File: config.mk
export PLATFORM = sky130hd
export DESIGN_NAME = clock_replacement_key_cache
export DESIGN_NICKNAME = d
export VERILOG_FILES = /design/src/hdl/ckc_pkg.sv /design/src/hdl/clock_replacement_key_cache.sv
export SDC_FILE = /design/constraint.sdc
export NUM_CORES = 2
export LEC_CHECK = 0
export BUFFER_PORTS_ARGS = -buffer_cell sky130_fd_sc_hd__buf_2
export CORE_UTILIZATION = 30
export DETAILED_ROUTE_END_ITERATION = 12
export GPL_ROUTABILITY_DRIVEN = 0
export MAX_ROUTING_LAYER = met4
export PLACE_DENSITY = 0.49
export SLEW_MARGIN = 20
export SYNTH_ARGS = -nofsm -noshare
export SYNTH_HDL_FRONTEND = slang
export SYNTH_SLANG_ARGS = --single-unit
File: constraint.sdc
create_clock -name clock -period 16.6 [get_ports clock]
set_input_delay 3.32 -clock clock [delete_from_list [all_inputs] [get_ports clock]]
set_output_delay 3.32 -clock clock [all_outputs]
set_load 0.01 [all_outputs]
File: src/hdl/ckc_pkg.sv
// ----------------------------------------------------------------------------
// ckc_pkg
// Shared types and constants for the clock replacement key cache.
// ----------------------------------------------------------------------------
`default_nettype none

package ckc_pkg;

   // Field widths of the request and response words
   localparam int KEY_W    = 48;
   localparam int HANDLE_W = 32;
   localparam int SLOT_W   = 4;

   // Default number of cache entries
   localparam int ENTRIES_DEF = 16;

   // Request operation codes
   localparam logic OP_LOOKUP = 1'b0;
   localparam logic OP_INSERT = 1'b1;

   // Controller states
   typedef enum logic [1:0] {
      ST_IDLE,
      ST_LOOK,
      ST_SWEEP
   } state_type;

endpackage : ckc_pkg

`default_nettype wire

File: src/hdl/clock_replacement_key_cache.sv
// ----------------------------------------------------------------------------
// clock_replacement_key_cache
// Fully associative key to handle cache with clock (second-chance)
// replacement; keys and handles sit in one synchronous memory.
// ----------------------------------------------------------------------------
// Usage: raise start with a request word while busy is low. A lookup scans
// the entry memory one entry per clock (read, then compare in the next
// cycle), so a miss answers once the last entry is compared and a hit ends
// the scan early. An insert advances the clock hand one slot per clock,
// clearing use bits, and writes the first slot with a clear use bit. The
// response is shown for exactly one cycle with rsp_strobe and cannot be
// held off; busy falls as the strobe rises, so the next request may be
// accepted in that same cycle.
// ----------------------------------------------------------------------------
`default_nettype none

module clock_replacement_key_cache #(
   parameter int ENTRIES = ckc_pkg::ENTRIES_DEF
) (
   input  wire logic                          clock,
   input  wire logic                          reset,
   // request word
   input  wire logic                          start,
   output      logic                          busy,
   input  wire logic                          req_operation,
   input  wire logic [ckc_pkg::KEY_W-1:0]     req_lookup_key,
   input  wire logic [ckc_pkg::HANDLE_W-1:0]  req_object_handle,
   // response word
   output      logic                          rsp_strobe,
   output      logic                          rsp_hit,
   output      logic [ckc_pkg::HANDLE_W-1:0]  rsp_found_handle,
   output      logic [ckc_pkg::SLOT_W-1:0]    rsp_slot
);

   import ckc_pkg::*;

   localparam int IDX_W   = (ENTRIES > 1) ? $clog2(ENTRIES) : 1;
   localparam int CNT_W   = IDX_W + 1;
   localparam int ENTRY_W = KEY_W + HANDLE_W;

   // Entry memory: {key, handle}
   logic [ENTRY_W-1:0] entry_mem [ENTRIES];
   logic [ENTRY_W-1:0] rd_data_ff;

   // Control state
   state_type            state_ff, state_in;
   logic [ENTRIES-1:0]   valid_ff;
   logic [ENTRIES-1:0]   use_ff;
   logic [IDX_W-1:0]     hand_ff;
   logic [CNT_W-1:0]     rd_idx_ff;
   logic                 cmp_vld_ff;
   logic [IDX_W-1:0]     cmp_idx_ff;

   // Latched request
   logic                 op_ff;
   logic [KEY_W-1:0]     key_ff;
   logic [HANDLE_W-1:0]  handle_ff;

   // Response registers
   logic                 rsp_strobe_ff, rsp_strobe_in;
   logic                 rsp_hit_ff, rsp_hit_in;
   logic [HANDLE_W-1:0]  rsp_handle_ff, rsp_handle_in;
   logic [SLOT_W-1:0]    rsp_slot_ff, rsp_slot_in;

   // Datapath controls
   logic                 accept;
   logic                 issue;
   logic                 cmp_match;
   logic                 cmp_last;
   logic                 use_cur;
   logic                 mem_we;
   logic                 look_hit;
   logic                 sweep_clear;
   logic [IDX_W-1:0]     rd_addr;

   // Low slot bits of an entry index, zero-extended when the index is narrow
   function automatic logic [SLOT_W-1:0] to_slot(input logic [IDX_W-1:0] idx);
      logic [SLOT_W+IDX_W-1:0] ext;
      ext = {{SLOT_W{1'b0}}, idx};
      return ext[SLOT_W-1:0];
   endfunction

   assign accept    = start && !busy;
   assign busy      = (state_ff != ST_IDLE);
   assign rd_addr   = rd_idx_ff[IDX_W-1:0];
   assign issue     = (state_ff == ST_LOOK) && (rd_idx_ff != CNT_W'(ENTRIES));
   assign cmp_match = cmp_vld_ff && valid_ff[cmp_idx_ff]
                      && (rd_data_ff[ENTRY_W-1:HANDLE_W] == key_ff);
   assign cmp_last  = cmp_vld_ff && (cmp_idx_ff == IDX_W'(ENTRIES - 1));
   assign use_cur   = use_ff[hand_ff];

   // Next state
   always_comb begin
      state_in = state_ff;
      unique case (state_ff)
         ST_IDLE: begin
            if (accept) begin
               state_in = (req_operation == OP_INSERT) ? ST_SWEEP : ST_LOOK;
            end
         end
         ST_LOOK: begin
            if (cmp_match || cmp_last) begin
               state_in = ST_IDLE;
            end
         end
         ST_SWEEP: begin
            if (!use_cur) begin
               state_in = ST_IDLE;
            end
         end
         default: state_in = ST_IDLE;
      endcase
   end

   // Datapath controls and response word
   always_comb begin
      mem_we        = 1'b0;
      look_hit      = 1'b0;
      sweep_clear   = 1'b0;
      rsp_strobe_in = 1'b0;
      rsp_hit_in    = 1'b0;
      rsp_handle_in = '0;
      rsp_slot_in   = '0;
      unique case (state_ff)
         ST_IDLE: begin
         end
         ST_LOOK: begin
            if (cmp_match) begin
               look_hit      = 1'b1;
               rsp_strobe_in = 1'b1;
               rsp_hit_in    = 1'b1;
               rsp_handle_in = rd_data_ff[HANDLE_W-1:0];
               rsp_slot_in   = to_slot(cmp_idx_ff);
            end else if (cmp_last) begin
               rsp_strobe_in = 1'b1;
            end
         end
         ST_SWEEP: begin
            if (use_cur) begin
               sweep_clear = 1'b1;
            end else begin
               mem_we        = 1'b1;
               rsp_strobe_in = 1'b1;
               rsp_slot_in   = to_slot(hand_ff);
            end
         end
         default: begin
         end
      endcase
   end

   // Entry memory: one write port, one registered read port
   always_ff @(posedge clock) begin
      if (mem_we) begin
         entry_mem[hand_ff] <= {key_ff, handle_ff};
      end
      rd_data_ff <= entry_mem[rd_addr];
   end

   // Latch the request word on acceptance
   always_ff @(posedge clock) begin
      if (accept) begin
         op_ff     <= req_operation;
         key_ff    <= req_lookup_key;
         handle_ff <= req_object_handle;
      end
   end

   // Control registers
   always_ff @(posedge clock) begin
      if (reset) begin
         state_ff      <= ST_IDLE;
         valid_ff      <= '0;
         use_ff        <= '0;
         hand_ff       <= '0;
         rd_idx_ff     <= '0;
         cmp_vld_ff    <= 1'b0;
         cmp_idx_ff    <= '0;
         rsp_strobe_ff <= 1'b0;
      end else begin
         state_ff      <= state_in;
         rsp_strobe_ff <= rsp_strobe_in;

         // scan pointer: restart on accept, advance while reads remain
         if (accept) begin
            rd_idx_ff  <= '0;
            cmp_vld_ff <= 1'b0;
         end else begin
            cmp_vld_ff <= issue;
            if (issue) begin
               cmp_idx_ff <= rd_addr;
               rd_idx_ff  <= rd_idx_ff + CNT_W'(1);
            end
         end

         // mark the matched entry as recently used
         if (look_hit) begin
            use_ff[cmp_idx_ff] <= 1'b1;
         end

         // advance the hand past used slots, clearing their use bits
         if (sweep_clear) begin
            use_ff[hand_ff] <= 1'b0;
            if (hand_ff == IDX_W'(ENTRIES - 1)) begin
               hand_ff <= '0;
            end else begin
               hand_ff <= hand_ff + IDX_W'(1);
            end
         end

         // claim the slot under the hand
         if (mem_we) begin
            valid_ff[hand_ff] <= 1'b1;
            use_ff[hand_ff]   <= 1'b1;
         end
      end
   end

   // Response payload
   always_ff @(posedge clock) begin
      rsp_hit_ff    <= rsp_hit_in;
      rsp_handle_ff <= rsp_handle_in;
      rsp_slot_ff   <= (op_ff == OP_INSERT || rsp_hit_in) ? rsp_slot_in : '0;
   end

   assign rsp_strobe       = rsp_strobe_ff;
   assign rsp_hit          = rsp_hit_ff;
   assign rsp_found_handle = rsp_handle_ff;
   assign rsp_slot         = rsp_slot_ff;

endmodule : clock_replacement_key_cache

`default_nettype wire

; After elaboration in Yosys (flattened, before gate mapping)
; Memory sizes are Yosys's and may differ from the RTL's. A register that Yosys moved wholly into a read port is not among the register bits.
; Index checks and enable logic that the tools add are counted.
[totals]
inputBits = 84
latch_bits = 0
mem_bits_rw = 1280
romBits = 0
word_cells = 85
mem_count = 1
register_bits = 167
[mem_list]
columns = memory, words, width, rd, rd_ports_with_merged_regs, wr, line_no
row1 = entry_mem, 16, 80, 1, 1, 1, clock_replacement_key_cache.sv:42  ; logic [ENTRY_W-1:0] entry_mem [ENTRIES];
[op_classes]
n_lt_le_gt_ge = 4
muxes = 33
n_eq_ne = 9
add_sub_neg = 2
multipliers = 0
n_bitwise = 6
div = 0
reduce_logical = 16
n_shift = 0
[ops]
columns = cell, n
row1 = $mux W16, 5
row2 = $eq A48 B48 Y1, 1
row3 = $or A16 B16 Y16, 3
row4 = $and A16 B16 Y16, 1
row5 = $not A16 Y16, 1
row6 = $mux W1, 14
row7 = $mux W4, 3
row8 = $lt A4 B5 Y1 const B, 2
row9 = $bmux W1 S4, 2
row10 = $demux W1 S4, 2
row11 = $eq A4 B4 Y1 const B, 2
row12 = $ge A4 B1 Y1 const B, 2
row13 = $mux W2, 4
row14 = $pmux W4 S2, 1
row15 = $logic_and A1 B1 Y1, 7
row16 = $pmux W2 S3, 1
row17 = $add A5 B1 Y5 const B, 1
row18 = $ne A5 B5 Y1 const B, 1
row19 = $add A4 B1 Y4 const B, 1
row20 = $ne A2 B2 Y1 const B, 2
row21 = $reduce_and A2 Y1, 2
row22 = $reduce_and A3 Y1, 1
row23 = $eq A2 B1 Y1 const B, 1
row24 = $eq A2 B2 Y1 const B, 1
row25 = 8 further kinds, 9

; Depth between registers and ports, before layout
[depth]
word_depth = 13
depth_mapped = 11
depth_no_buf = 8

; Worst setup path after synthesis
; Ideal clock, no wire load.
[synth_timing]
path_kind = input -> register
start = input port start
end = register rd_idx_ff[0]
arrival_ns = 7.255
setup_ns = 0.120
path_slack_ns = 9.225
path_buffers = 0
stages = 4
required_ns = 16.480
path_cell_list = inv_1 nor2_1 or2_1 nor2_1
[synth_between]
elab_chain_cells = 2
[synth_rtl]
columns = item, line_no
row1 = from (decl), clock_replacement_key_cache.sv:23  ; input wire logic start,
row2 = $logic_and A1 B1 Y1, clock_replacement_key_cache.sv:83  ; assign accept = start && !busy;
row3 = named net accept, clock_replacement_key_cache.sv:66  ; logic accept;
row4 = $reduce_or A2 Y1 (no source line), n/a
row5 = to (signal assigned), clock_replacement_key_cache.sv:192  ; rd_idx_ff <= rd_idx_ff + CNT_W'(1);
row6 = to (decl), clock_replacement_key_cache.sv:50  ; logic [CNT_W-1:0] rd_idx_ff;
; The timed path passes the listed nets, and every way through them passes these cells.
; A chain may end at the register's enable or synchronous reset.

; Worst setup path after layout
[layout_timing]
start = register state_ff[0]
end = output port busy
[layout_between]
elab_chain_cells = 1
[layout_rtl]
columns = item, line_no
row1 = from (decl), clock_replacement_key_cache.sv:46  ; state_type state_ff, state_in;
row2 = from (signal assigned), clock_replacement_key_cache.sv:181  ; state_ff <= state_in;
row3 = $reduce_bool A2 Y1, clock_replacement_key_cache.sv:84  ; assign busy = (state_ff != ST_IDLE);
row4 = to (decl), clock_replacement_key_cache.sv:24  ; output logic busy,
; No other way between the ends.

==> reports/metrics.yaml <==
numClockSinks: 1527
worstMarginPinSlew_ns: 1.10
drt_pass1_iterations: 5
first_iter_violations: 1988
syn_inst: 2380
antenna_found_initial: 14
synth_warnings: 0
cp.required_ns: 13.28
post_cts_buffers: 0
power.density_nw_per_um2: 126
netlist_area_um2: 56000
fin_setup_tns_ns: 0
crit_type: "flop to output pin"
yosysUniqueCellTypes: 53
stdcell_count: 5216
synth_edf_count: 1361
finalCritPeriodShare_pct: 30.8
drive_gt1_share_pct: 30.6
period_minus_slack_ns: 5.11
drc: 0
ctsRootBufferMaster: "clkbuf_16"
grt_pass1_vias: 26900
yosys-top-cells-area: "edfxtp_1 (73%), mux4_2 (16%), dfxtp_1 (5.9%)"
ant_nets: 0
syn_nets: 2473
path_clk_slew_ns: 0.06
numPortBuffers: 122
grtUsageTotal_pct: 15.2
reg2regPathDepth: 6
clk_path_buf_depth: 3
reg2reg_setup_slack_ns: 11.96
h-tree-depth: 4
ys.flop_type: "edfxtp_1"
grt_max_degree: 149
dpl.cell_count: 4912
min_path_type: "flop to flop"
r2r-end: "rd_data_ff[62]"
wire_per_inst_um: 26.4
die_h_um: 434
max-vdd-ir-drop_uv: 81.5
dieArea_um2: 188000
vias: 24900
ys_seq_area_share_pct: 78.9
cp-end-kind: "output pin"
crit_start: "state_ff[0]"
relSlewSlack_pct: 26.4
boundaryPins: 123
ctsResizeCount: 0
drv_slew: 0
fin_skew_ns: 0.0398
start_kind: "flop"
start_util_pct: 30.2
syn2layout_area_growth_pct: 16.3
hpwlAfterDp_mm: 68.0
core_area_um2: 185000
multiInputGateArea_um2: 11400
finalSetupViolCount: 0
synth_top_area_cell: "edfxtp_1"
fin_util_pct: 35.1
total_power_w: 0.00823
fillers: 17100
leakagePower_nw: 20.0
rsz0062_at_grt: "false"
grt_pass1_wl_mm: 198
syn_avg_cell_area_um2: 23.5
synth-seq-cells: 1527
clk_latency_ns: 0.79
async_flop_share_pct: 0
r2r_start: "rd_idx_ff[0]"
placementRows: 158
grt.overflow.total: 0
dpl_cell_area_um2: 59800
cp.arrival_ns: 1.79
nNetsFinal: 2692
status: "completed"
drv_cap: 0
postCtsHoldBufs: 0
ff_latch_area_um2: 44200
max_freq_mhz: 196
synth_top_area_share_pct: 73.0
final_area_um2: 65100
vias_per_cell: 4.78
wl_mm: 138
cts_buffers: 164
crit_end: "busy"
die_w_um: 434
cts_tree: "yes"
crit_fanout: 4
hold_viol_final: 0
==> logic make-up after synthesis <==
kind of cell             count (synthesis)  synth area share [%]
flip-flops                            1527                  78.9
multiplexers                           416                  16.6
AND/OR/NAND/NOR                        163                  1.54
buffers and inverters                  130                 0.923
AO/OA/AOI/OAI                           92                  1.08
XOR/XNOR                                43                 0.673
adder cells (fa/ha/maj)                  9                 0.201
==> where the power goes <==
part | leakage (nW) | internal (W) | switching (W)
combinational | 3.70 | 0.000132 | 0.000136
sequential | 13.7 | 0.00429 | 0.0000971
clock | 2.60 | 0.00209 | 0.00148
total | 20.0 | 0.00652 | 0.00172
==> how the worst min path moves through the flow <==
stage	cells after the start	slack, ns	startpoint	to
floorplan	1	0.41	rd_data_ff[0]	rsp_found_handle[0]
finish	1	0.41	rd_data_ff[25]	rsp_found_handle[25]
CTS	1	0.42	rd_data_ff[25]	rsp_found_handle[25]
global route	1	0.45	rd_data_ff[0]	rsp_found_handle[0]
detailed placement	1	0.41	rd_data_ff[6]	rsp_found_handle[6]
global placement	1	0.42	rd_data_ff[15]	rsp_found_handle[15]
==> critical path: stages (launching register included) <==
cell	delay (ns)
dfxtp_1	0.35
inv_1	0.07
ha_1	0.23
inv_1	0.17
buf_2	0.19
==> cell type report <==
cell class | instances | share of cell area [%]
Multi-Input combinational cell | 723 | 17.5
Inverter | 18 | 0.104
Antenna cell | 3 | 0.0115
Clock buffer | 231 | 7.06
Timing Repair Buffer | 165 | 1.60
Sequential cell | 1527 | 67.9
Clock inverter | 69 | 1.06
Tap cell | 2480 | 4.77
==> cells in the mapped netlist (3+ instances only) <==
library cell / instances
dfxtp_1: 166
mux2i_1: 6
nand4_1: 9
xnor2_1: 27
nor2b_1: 4
o21ai_0: 34
edfxtp_1: 1361
o21bai_1: 16
o21a_1: 15
nand2b_1: 6
inv_1: 18
o211ai_1: 4
nor3b_1: 3
a21boi_0: 4
nor4_1: 3
nand2_1: 15
nor2_1: 68
mux4_1: 8
or2_2: 5
mux4_2: 401
buf_1: 26
ha_1: 9
xor2_1: 16
buf_2: 11
a21oi_1: 6
clkbuf_1: 73
and2_1: 33
==> sequential cells by signal (all words and copies together), names as in the netlist, 2 cells and up <==
| signal | cells |
|---|---|
| entry_mem | 1280 |
| rsp_found_handle | 32 |
| key_ff | 48 |
| valid_ff | 16 |
| hand_ff | 4 |
| use_ff | 16 |
| handle_ff | 32 |
| rd_data_ff | 80 |
| rsp_slot | 4 |
| state_ff | 2 |
| cmp_idx_ff | 4 |
| rd_idx_ff | 5 |
==> layer usage <==
metal	vias up	part of all wire (%)	GRT usage [%]
li1	10400	-	-
met1	13700	44	20.0
met2	608	50	24.7
met3	184	4.2	2.48
met4	0	2.0	3.91
met5	-	0	-
==> cell usage in the layout (no fill, tap or decap), types with 17 or more instances in the layout <==
cell | synthesis | routed
mux4_2 | 401 | 401
clkinv_1 | 0 | 18
clkbuf_1 | 73 | 46
o21ai_0 | 34 | 34
inv_1 | 18 | 18
edfxtp_1 | 1361 | 1361
buf_4 | 0 | 35
xnor2_1 | 27 | 27
buf_2 | 11 | 122
dfxtp_1 | 166 | 162
nor2_4 | 0 | 17
and2_1 | 33 | 33
clkinv_2 | 0 | 26
nor2_1 | 68 | 51
clkbuf_16 | 0 | 167
clkbuf_8 | 0 | 18
==> per-stage QoR <==
step | worst slack [ns] | hold WS, ns
after floorplan | 9.23 | 0.406
after global placement | 10.97 | 0.420
after detailed placement | 10.94 | 0.411
after CTS | 11.40 | 0.419
after global routing | 11.34 | 0.449
final | 11.49 | 0.412
(Power assumes the default switching activity.)
